<file path="config.mk">
export PLATFORM = sky130hd
export DESIGN_NAME = weather_window_stats_core
export DESIGN_NICKNAME = d
export VERILOG_FILES = /design/src/hw/rtl/wws_pkg.sv /design/src/hw/rtl/wws_window.sv /design/src/hw/rtl/weather_window_stats_core.sv
export SDC_FILE = /design/constraint.sdc
export NUM_CORES = 2
export LEC_CHECK = 0
export BUFFER_PORTS_ARGS = -buffer_cell sky130_fd_sc_hd__clkbuf_2
export CORE_MARGIN = 2
export CORE_UTILIZATION = 40
export DETAILED_ROUTE_END_ITERATION = 12
export HOLD_SLACK_MARGIN = 0.02
export PLACE_DENSITY = 0.66
export SLEW_MARGIN = 20
export SYNTH_ARGS = -nofsm -noshare
export SYNTH_HDL_FRONTEND = slang
export SYNTH_HIERARCHICAL = 1
export SYNTH_SLANG_ARGS = --single-unit
</file>
<file path="constraint.sdc">
create_clock -name clk -period 6.2 [get_ports clk]
set_clock_uncertainty 0.1 [all_clocks]
set_input_delay 0.62 -clock clk [delete_from_list [all_inputs] [get_ports clk]]
set_output_delay 0.62 -clock clk [all_outputs]
set_load 0.02 [all_outputs]
</file>
<file path="src/hw/rtl/wws_pkg.sv">
// Weather window statistics: shared types, field widths, register indexes
// and reset values. No dependencies.
package wws_pkg;

  localparam int TIME_W  = 32;
  localparam int WIN_W   = 16;
  localparam int LIMIT_W = 14;
  localparam int FLAGS_W = 7;
  localparam int TEMP_W  = 15;
  localparam int HUM_W   = 7;
  localparam int WS_W    = 14;
  localparam int WD_W    = 16;
  localparam int GUST_W  = 14;
  localparam int PRES_W  = 15;
  localparam int NUM_WIN = 6;

  localparam int CFG_ADDR_W = 3;
  localparam int CFG_DATA_W = 16;
  localparam int IN_DATA_W  = 128;
  localparam int IN_USER_W  = 8;
  localparam int OUT_DATA_W = 96;
  localparam int OUT_USER_W = 8;

  // valid_flags bit positions
  localparam int FLAG_TEMP     = 0;
  localparam int FLAG_HUM      = 1;
  localparam int FLAG_WIND     = 2;
  localparam int FLAG_GUST     = 3;
  localparam int FLAG_RAIN     = 4;
  localparam int FLAG_INSIDE   = 5;
  localparam int FLAG_PRESSURE = 6;

  // window slots (same order as the window registers)
  localparam int WIN_TEMP   = 0;
  localparam int WIN_INSIDE = 1;
  localparam int WIN_HUM    = 2;
  localparam int WIN_WIND   = 3;
  localparam int WIN_GUST   = 4;
  localparam int WIN_PRES   = 5;

  typedef enum logic [CFG_ADDR_W-1:0] {
    REG_TEMP_WIN     = 3'd0,
    REG_INSIDE_WIN   = 3'd1,
    REG_HUM_WIN      = 3'd2,
    REG_WIND_WIN     = 3'd3,
    REG_GUST_WIN     = 3'd4,
    REG_PRES_WIN     = 3'd5,
    REG_GUST_LIMIT   = 3'd6
  } cfg_reg_t;

  localparam logic [WIN_W-1:0]   WIN_RESET_DEFAULT = 16'd300;
  localparam logic [WIN_W-1:0]   WIN_RESET_GUST    = 16'd600;
  localparam logic [LIMIT_W-1:0] GUST_LIMIT_RESET  = 14'd4470;

  // tdata layouts, first field in the highest bits
  typedef struct packed {
    logic [PRES_W-1:0]        pressure_sample;
    logic [GUST_W-1:0]        gust_sample;
    logic [WD_W-1:0]          wind_dir_sample;
    logic [WS_W-1:0]          wind_speed_sample;
    logic [HUM_W-1:0]         humidity_sample;
    logic signed [TEMP_W-1:0] inside_temp_sample;
    logic signed [TEMP_W-1:0] temp_sample;
    logic [TIME_W-1:0]        now_seconds;
  } in_item_t;

  typedef struct packed {
    logic [PRES_W-1:0]        min_pressure;
    logic [GUST_W-1:0]        max_gust;
    logic [WD_W-1:0]          avg_wind_dir;
    logic [WS_W-1:0]          avg_wind_speed;
    logic [HUM_W-1:0]         avg_humidity;
    logic signed [TEMP_W-1:0] avg_inside_temp;
    logic signed [TEMP_W-1:0] avg_temp;
  } out_item_t;

  typedef struct packed {
    logic [FLAGS_W-1:0] flags_out;
    logic               gust_rejected;
  } out_user_t;

endpackage

</file>
<file path="src/hw/rtl/wws_window.sv">
// One time window: start register and 33-bit expiry compare.
// Depends on wws_pkg.
module wws_window (
  input  logic                      clk,
  input  logic                      rst_n,
  input  logic                      en,
  input  logic [wws_pkg::TIME_W-1:0] now,
  input  logic [wws_pkg::WIN_W-1:0]  win,
  output logic                      expired
);
  import wws_pkg::*;

  logic [TIME_W-1:0] start_r;
  logic [TIME_W:0]   end_time;

  assign end_time = {1'b0, start_r} + {{(TIME_W+1-WIN_W){1'b0}}, win};
  assign expired  = {1'b0, now} > end_time;

  always_ff @(posedge clk) begin
    if (!rst_n) begin
      start_r <= '0;
    end else if (en && expired) begin
      start_r <= now;
    end
  end

endmodule

</file>
<file path="src/hw/rtl/weather_window_stats_core.sv">
// Weather window statistics top level: input register, single-pass update
// of averages, gust maximum and pressure minimum, result register.
// Depends on wws_pkg and wws_window.
//
//   channel | ports       | beat
//   --------+-------------+---------------------------------------------
//   input   | in_t*       | sensor frame, valid flags in tuser
//   result  | out_t*      | averages and extremes, reject flag in tuser
//   config  | cfg_*       | window lengths and gust limit, one write
//
// One beat per cycle sustained while the result side accepts; an input beat passes
// the input register, then the result register with all state updated together.
// Reset clears the averages, extremes and window starts and reloads the
// register defaults. A stalled result holds while one further beat waits
// in the input register.
module weather_window_stats_core (
  input  logic                          clk,
  input  logic                          rst_n,
  input  logic                          in_tvalid,
  output logic                          in_tready,
  // now_seconds, temp_sample, inside_temp_sample, humidity_sample,
  // wind_speed_sample, wind_dir_sample, gust_sample, pressure_sample
  input  logic [wws_pkg::IN_DATA_W-1:0]  in_tdata,
  // valid_flags, zero pad
  input  logic [wws_pkg::IN_USER_W-1:0]  in_tuser,
  output logic                          out_tvalid,
  input  logic                          out_tready,
  // avg_temp, avg_inside_temp, avg_humidity, avg_wind_speed,
  // avg_wind_dir, max_gust, min_pressure
  output logic [wws_pkg::OUT_DATA_W-1:0] out_tdata,
  // gust_rejected, flags_out
  output logic [wws_pkg::OUT_USER_W-1:0] out_tuser,
  input  logic                          cfg_wr_en,
  input  logic [wws_pkg::CFG_ADDR_W-1:0] cfg_addr,
  input  logic [wws_pkg::CFG_DATA_W-1:0] cfg_wdata
);
  import wws_pkg::*;

  logic [WIN_W-1:0]   win_r [NUM_WIN];
  logic [LIMIT_W-1:0] gust_limit_r;

  logic               s1_v_r;
  in_item_t           s1_item_r;
  logic [FLAGS_W-1:0] s1_flags_r;
  logic               out_v_r;
  out_item_t          out_item_r;
  out_user_t          out_user_r;

  logic signed [TEMP_W-1:0] temp_avg_r, temp_avg_nxt;
  logic signed [TEMP_W-1:0] inside_avg_r, inside_avg_nxt;
  logic [HUM_W-1:0]         hum_avg_r, hum_avg_nxt;
  logic [WS_W-1:0]          ws_avg_r, ws_avg_nxt;
  logic [WD_W-1:0]          wd_avg_r, wd_avg_nxt;
  logic [GUST_W-1:0]        gust_max_r, gust_max_nxt;
  logic [PRES_W-1:0]        pres_min_r, pres_min_nxt;

  logic                adv;
  logic [NUM_WIN-1:0]  win_en;
  logic [NUM_WIN-1:0]  win_exp;
  logic [FLAGS_W-1:0]  f;
  logic                gust_rej;
  logic                gust_upd;
  logic                pres_upd;

  logic signed [TEMP_W-1:0] temp_old, inside_old;
  logic signed [TEMP_W:0]   temp_sum, inside_sum;
  logic [HUM_W-1:0]         hum_old;
  logic [HUM_W:0]           hum_sum;
  logic [WS_W-1:0]          ws_old;
  logic [WS_W:0]            ws_sum;
  logic [WD_W-1:0]          wd_old;
  logic [WD_W:0]            wd_sum;
  logic [GUST_W-1:0]        gust_old;
  logic [PRES_W-1:0]        pres_old;

  assign adv       = s1_v_r && (!out_v_r || out_tready);
  assign in_tready = !s1_v_r || adv;
  assign f         = s1_flags_r;

  // configuration
  always_ff @(posedge clk) begin
    if (!rst_n) begin
      for (int i = 0; i < NUM_WIN; i++) begin
        win_r[i] <= (i == WIN_GUST) ? WIN_RESET_GUST : WIN_RESET_DEFAULT;
      end
      gust_limit_r    <= GUST_LIMIT_RESET;
    end else if (cfg_wr_en) begin
      case (cfg_addr)
        REG_TEMP_WIN:   win_r[WIN_TEMP]   <= cfg_wdata;
        REG_INSIDE_WIN: win_r[WIN_INSIDE] <= cfg_wdata;
        REG_HUM_WIN:    win_r[WIN_HUM]    <= cfg_wdata;
        REG_WIND_WIN:   win_r[WIN_WIND]   <= cfg_wdata;
        REG_GUST_WIN:   win_r[WIN_GUST]   <= cfg_wdata;
        REG_PRES_WIN:   win_r[WIN_PRES]   <= cfg_wdata;
        REG_GUST_LIMIT: gust_limit_r      <= cfg_wdata[LIMIT_W-1:0];
        default: ;
      endcase
    end
  end

  // input register
  always_ff @(posedge clk) begin
    if (!rst_n) begin
      s1_v_r <= 1'b0;
    end else if (in_tready) begin
      s1_v_r <= in_tvalid;
    end
  end

  always_ff @(posedge clk) begin
    if (in_tready && in_tvalid) begin
      s1_item_r  <= in_tdata;
      s1_flags_r <= in_tuser[FLAGS_W-1:0];
    end
  end

  // windows
  assign gust_rej = f[FLAG_GUST] && (s1_item_r.gust_sample > gust_limit_r);
  assign gust_upd = f[FLAG_GUST] && !gust_rej;
  assign pres_upd = f[FLAG_PRESSURE] && !gust_rej;

  always_comb begin
    win_en             = '0;
    win_en[WIN_TEMP]   = adv && f[FLAG_TEMP];
    win_en[WIN_INSIDE] = adv && f[FLAG_INSIDE];
    win_en[WIN_HUM]    = adv && f[FLAG_HUM];
    win_en[WIN_WIND]   = adv && f[FLAG_WIND];
    win_en[WIN_GUST]   = adv && gust_upd;
    win_en[WIN_PRES]   = adv && pres_upd;
  end

  for (genvar g = 0; g < NUM_WIN; g++) begin : g_win
    wws_window u_win (
      .clk     (clk),
      .rst_n   (rst_n),
      .en      (win_en[g]),
      .now     (s1_item_r.now_seconds),
      .win     (win_r[g]),
      .expired (win_exp[g])
    );
  end

  // update
  always_comb begin
    temp_old = (win_exp[WIN_TEMP] || temp_avg_r == '0) ? s1_item_r.temp_sample : temp_avg_r;
    temp_sum = {temp_old[TEMP_W-1], temp_old}
             + {s1_item_r.temp_sample[TEMP_W-1], s1_item_r.temp_sample};
    temp_avg_nxt = f[FLAG_TEMP] ? temp_sum[TEMP_W:1] : temp_avg_r;

    inside_old = (win_exp[WIN_INSIDE] || inside_avg_r == '0)
               ? s1_item_r.inside_temp_sample : inside_avg_r;
    inside_sum = {inside_old[TEMP_W-1], inside_old}
               + {s1_item_r.inside_temp_sample[TEMP_W-1], s1_item_r.inside_temp_sample};
    inside_avg_nxt = f[FLAG_INSIDE] ? inside_sum[TEMP_W:1] : inside_avg_r;

    hum_old = (win_exp[WIN_HUM] || hum_avg_r == '0) ? s1_item_r.humidity_sample : hum_avg_r;
    hum_sum = {1'b0, hum_old} + {1'b0, s1_item_r.humidity_sample};
    hum_avg_nxt = f[FLAG_HUM] ? hum_sum[HUM_W:1] : hum_avg_r;

    ws_old = (win_exp[WIN_WIND] || ws_avg_r == '0) ? s1_item_r.wind_speed_sample : ws_avg_r;
    ws_sum = {1'b0, ws_old} + {1'b0, s1_item_r.wind_speed_sample};
    ws_avg_nxt = f[FLAG_WIND] ? ws_sum[WS_W:1] : ws_avg_r;

    wd_old = (win_exp[WIN_WIND] || wd_avg_r == '0) ? s1_item_r.wind_dir_sample : wd_avg_r;
    wd_sum = {1'b0, wd_old} + {1'b0, s1_item_r.wind_dir_sample};
    wd_avg_nxt = f[FLAG_WIND] ? wd_sum[WD_W:1] : wd_avg_r;

    gust_old = win_exp[WIN_GUST] ? '0 : gust_max_r;
    if (!gust_upd) begin
      gust_max_nxt = gust_max_r;
    end else if (s1_item_r.gust_sample > gust_old) begin
      gust_max_nxt = s1_item_r.gust_sample;
    end else begin
      gust_max_nxt = gust_old;
    end

    pres_old = win_exp[WIN_PRES] ? '0 : pres_min_r;
    if (!pres_upd) begin
      pres_min_nxt = pres_min_r;
    end else if (pres_old == '0 || s1_item_r.pressure_sample < pres_old) begin
      pres_min_nxt = s1_item_r.pressure_sample;
    end else begin
      pres_min_nxt = pres_old;
    end
  end

  always_ff @(posedge clk) begin
    if (!rst_n) begin
      temp_avg_r   <= '0;
      inside_avg_r <= '0;
      hum_avg_r    <= '0;
      ws_avg_r     <= '0;
      wd_avg_r     <= '0;
      gust_max_r   <= '0;
      pres_min_r   <= '0;
    end else if (adv) begin
      temp_avg_r   <= temp_avg_nxt;
      inside_avg_r <= inside_avg_nxt;
      hum_avg_r    <= hum_avg_nxt;
      ws_avg_r     <= ws_avg_nxt;
      wd_avg_r     <= wd_avg_nxt;
      gust_max_r   <= gust_max_nxt;
      pres_min_r   <= pres_min_nxt;
    end
  end

  // result register
  always_ff @(posedge clk) begin
    if (!rst_n) begin
      out_v_r <= 1'b0;
    end else if (adv) begin
      out_v_r <= 1'b1;
    end else if (out_tready) begin
      out_v_r <= 1'b0;
    end
  end

  always_ff @(posedge clk) begin
    if (adv) begin
      out_item_r.avg_temp        <= temp_avg_nxt;
      out_item_r.avg_inside_temp <= inside_avg_nxt;
      out_item_r.avg_humidity    <= hum_avg_nxt;
      out_item_r.avg_wind_speed  <= ws_avg_nxt;
      out_item_r.avg_wind_dir    <= wd_avg_nxt;
      out_item_r.max_gust        <= gust_max_nxt;
      out_item_r.min_pressure    <= pres_min_nxt;
      out_user_r.gust_rejected   <= gust_rej;
      out_user_r.flags_out       <= f & ~(FLAGS_W'(gust_rej) << FLAG_GUST);
    end
  end

  assign out_tvalid = out_v_r;
  assign out_tdata  = out_item_r;
  assign out_tuser  = out_user_r;

endmodule

</file>
==> flow_summary.rst <==
.. list-table::
   :header-rows: 1

   * - Metric
     - Value
   * - Period Utilization, post-route
     - 108%
   * - Worst-path cell with the longest stage delay
     - edfxtp_1
   * - Worst slew margin
     - roughly a third
   * - Final net count
     - about 5,300
   * - Clock Tree Root
     - clkbuf_16
   * - Dominant combinational cell family by area after synthesis
     - simple AND/OR/NAND/NOR gates
   * - Final setup violating endpoints
     - 97
   * - Power density relative to cell area
     - 250 nW/um2
   * - Final routed wirelength across all metal layers
     - between 100 and 150 mm
   * - Via count of the routed design
     - between 30,000 and 40,000
   * - Clk sink count
     - approximately 640
   * - Reg2reg path depth
     - 28
   * - Count of endpoints failing hold in the final timing report
     - 0
   * - Final Instance Count excl. Fillers
     - ~6,100
   * - Dominant register cell in the synthesized netlist
     - edfxtp_1
   * - Count of H-tree levels built during CTS
     - 3
   * - Post-Synth Adder-Cell Area
     - around an eighth
   * - Library cells used by synthesis
     - 90
   * - Largest net degree at the start of global routing
     - 192
   * - Ys Warns
     - 6
   * - Proportion of netlist area held by the largest area contributor
     - between 20% and 30%
   * - Clock Path Buffers
     - 3
   * - Global routing usage summed across all routing layers
     - a little under a quarter
   * - Vert. Die Dim
     - between 300 and 400 um
   * - Startpoint of the lowest-slack hold path
     - in_tdata[93]
   * - Worst-Margin Slew
     - around 1.0 ns
   * - Area share of and/or/nand/nor cells after synthesis
     - 16.7%
   * - Die extent in x
     - approximately 320 um
   * - Result of the run
     - finished, violations left
   * - TritonCTS clock tree
     - built
   * - WL/cell
     - just under 20 um
   * - Switching power
     - ~3.8 mW
   * - First drt pass iteration count
     - 7
   * - Full die area
     - about 100,000 um2
   * - Detailed Place HPWL
     - 79.5 mm
   * - Class of the tightest hold or removal check
     - primary input to register
   * - Type of destination of the critical path
     - register
   * - Clock-pin slew on the worst setup and hold paths
     - ~0.06 ns
   * - DRT antenna net count
     - 0
   * - Post-layout util
     - between 50% and 60%
   * - Leading cell type by number of instances after synthesis
     - nand2_1
   * - Achievable frequency
     - 0.149 GHz
   * - Placeable core region
     - 96,400 um2
   * - Instance count after placement with tap cells included
     - roughly 5,700
   * - Number of enable-type register cells in the synthesized netlist
     - 335
   * - Arrival time reported for the critical path endpoint
     - between 6 and 7 ns
   * - Kind of launch point of the worst setup path
     - register
   * - Register bit total from synthesis
     - 639
   * - First-pass GRT wire length
     - about 180 mm
   * - Final period demand of the worst path
     - between 6 and 7 ns
   * - Post-synthesis mux area share
     - 8.68%
   * - Antenna violations before repair
     - 10
   * - Combinational cell fraction of total power
     - a little over a quarter
   * - Layout cells sized above 1
     - about 30%
   * - Fraction of registers with async set or reset after synthesis
     - 0%
   * - Sequential standard cell area
     - 16,100 um2
   * - Total of fill cells in the finished design
     - about 8,300
   * - Violated checks
     - setup timing
   * - RSZ-0062 raised after global routing
     - yes
   * - Avg Synthesized Cell Area
     - around 10 um2
   * - Top cells by count, synth
     - 629 x nand2_1, 395 x ha_1, 335 x edfxtp_1, 304 x dfxtp_1, 223 x a21oi_1
   * - Launch point of the critical path
     - win_r[3][0]
   * - Remaining global-route overflow
     - 0
   * - Post-Synthesis Cells
     - 3,872
   * - Total standard cell area after synthesis
     - 38,900 um2
   * - Weighted congestion reported at the end of routability-driven placement
     - ~0.87
   * - Internal power summed over all cells
     - 9.12 mW
   * - DRC violation count after routing
     - 0
   * - Setup WS post-layout
     - -0.496 ns
   * - Worst R2R Start
     - win_r[3][0]
   * - Pins over their slew limit
     - 0
   * - Number of cells traversed by the worst hold path
     - 1
   * - Static leakage
     - between 20 and 25 nW
   * - Number of DRC violations after detailed-routing iteration 0
     - about 2,200
   * - Number of port buffers
     - 264
   * - Crit path required time
     - 6.48 ns
   * - Via count normalized by instance count
     - 5.41
   * - Switching share of total power
     - around 29%
   * - Area delta synth->final
     - 33.4%
   * - Setup Crit Path Kind
     - register to register
   * - Post-Synthesis Net Count
     - between 4,000 and 5,000
   * - Effective utilization at floorplan
     - approximately 40%
   * - Overall power consumption
     - 12.9 mW
   * - Total of max-cap violations
     - 0
   * - Multi-input gate area
     - between 20,000 and 25,000 um2
   * - Via count of the first global-routing pass
     - about 33,000
   * - Complex-gate fraction of the synthesized area
     - roughly 12%
   * - Largest area contributor in the netlist
     - edfxtp_1
   * - Maximum ir drop on the vdd rail
     - ~250 uV
   * - Number of clock buffers inserted by TritonCTS
     - between 70 and 80
   * - Number of I/O pins
     - ~270
   * - Worst hold slack
     - 0.0511 ns
   * - Fraction of power consumed by sequential logic
     - approximately two fifths
   * - Highest net fanout along the worst path
     - 5
   * - CP max stage delay
     - 0.42 ns
   * - Synthesized-area fraction occupied by xor and xnor cells
     - under 10%
   * - Largest cells by area after synthesis
     - edfxtp_1 26%, dfxtp_1 16%, ha_1 13%, nand2_1 6.1%, mux2i_1 5.5%
   * - Clock Power Share
     - approximately 35%
   * - Worst-Skew Late Latency
     - between 0.6 and 0.7 ns
   * - Register area share after synthesis
     - about two fifths
   * - Number of placement rows
     - 114
==> cell families (layout without fill, tap and decap cells) <==
family                     count (synthesis)  in the layout
and+or+nand+nor                         1343           1343
muxes                                    323            323
DFF                                      639            639
adders and majority gates                406            406
other                                      0              2
AOI/OAI and AO/OA                        704            704
buffers and inverters                    226           1139
xor gates and xnor gates                 231            231
==> final timing paths <==
kind	end	slack, ns
min reg2reg	out_tuser[5]	0.33
max	out_tdata[49]	-0.50
min	s1_item_r[93]	0.05
max reg2reg	out_tdata[49]	-0.50
==> power groups by stage <==
stage / registers (mW) / logic (mW) / clock network (mW)
5_1_grt: 4.97 / 3.70 / 4.82
4_1_cts: 4.94 / 3.07 / 4.66
6_report: 4.95 / 3.40 / 4.58
2_1_floorplan: 5.02 / 1.59 / 0
3_3_place_gp: 5.02 / 2.57 / 0
3_5_place_dp: 5.02 / 2.62 / 0
==> worst max-delay path: cells and delay by family, from the launching register on <==
| kind | cells | cell delay (ns) |
|---|---|---|
| XOR/XNOR | 1 | 0.13 |
| AND/OR/NAND/NOR | 8 | 1.11 |
| AO/OA/AOI/OAI | 10 | 2.66 |
| flip-flops | 1 | 0.42 |
| buffers and inverters | 4 | 0.57 |
| multiplexers | 1 | 0.30 |
| adder cells (fa/ha/maj) | 4 | 1.12 |
==> area by class of cell <==
type / count / area share (%)
clock buffers: 109 / 4.16
flip-flops and latches: 639 / 31.1
well taps: 1276 / 3.08
inverters: 96 / 0.695
multi-input cells: 3007 / 47.2
repair buffers: 902 / 12.9
diodes: 2 / 0.00966
clock inverters: 32 / 0.782
==> through the flow <==
stage	instance area, um2	TNS (ns)	setup slack [ns]
final	51800	-17.53	-0.496
after global routing	51800	-49.37	-0.749
after CTS	50100	-10.90	-0.416
after detailed placement	44600	-76.11	-0.932
after global placement	44600	-60.10	-0.801
after floorplan	39000	0	0.00585
==> metal layers <==
metal,vias to the layer above,track usage (%),wire (um)
met3,203,3.92,6480
met1,16000,28.6,49100
li1,15800,-,-
met5,-,0,60
met4,8,5.90,2800
met2,760,39.9,58500
==> flip-flops by register name, summed over array words and instances, names as in the netlist <==
signal               cells
s1_item_r              128
f                        7
pres_min_r              15
win_r                   96
temp_avg_r              15
g_win.u_win/start_r    192
inside_avg_r            15
ws_avg_r                14
gust_limit_r            14
out_tuser                8
s1_v_r                   1
gust_max_r              14
wd_avg_r                16
out_tdata               96
out_tvalid               1
hum_avg_r                7
==> cells in the final DEF, fill, tap and decap left out, drive strengths merged, types with 139 or more instances in the layout <==
cell      n
a21oi   225
buf     555
mux2i   212
o21ai   139
edfxtp  335
clkbuf  375
dfxtp   304
ha      395
nor2    188
nand2   629
==> timing repair <==
action                                  CTS  global route
hold endpoints to repair                 81             0
hold buffers                             81             0
gates cloned                              1             4
endpoints found under the setup margin  163           166
pin swaps                               159           201
gates resized for setup                 282           277
buffers inserted                         93            46
No activity file was read; power rests on OpenSTA's default activity.
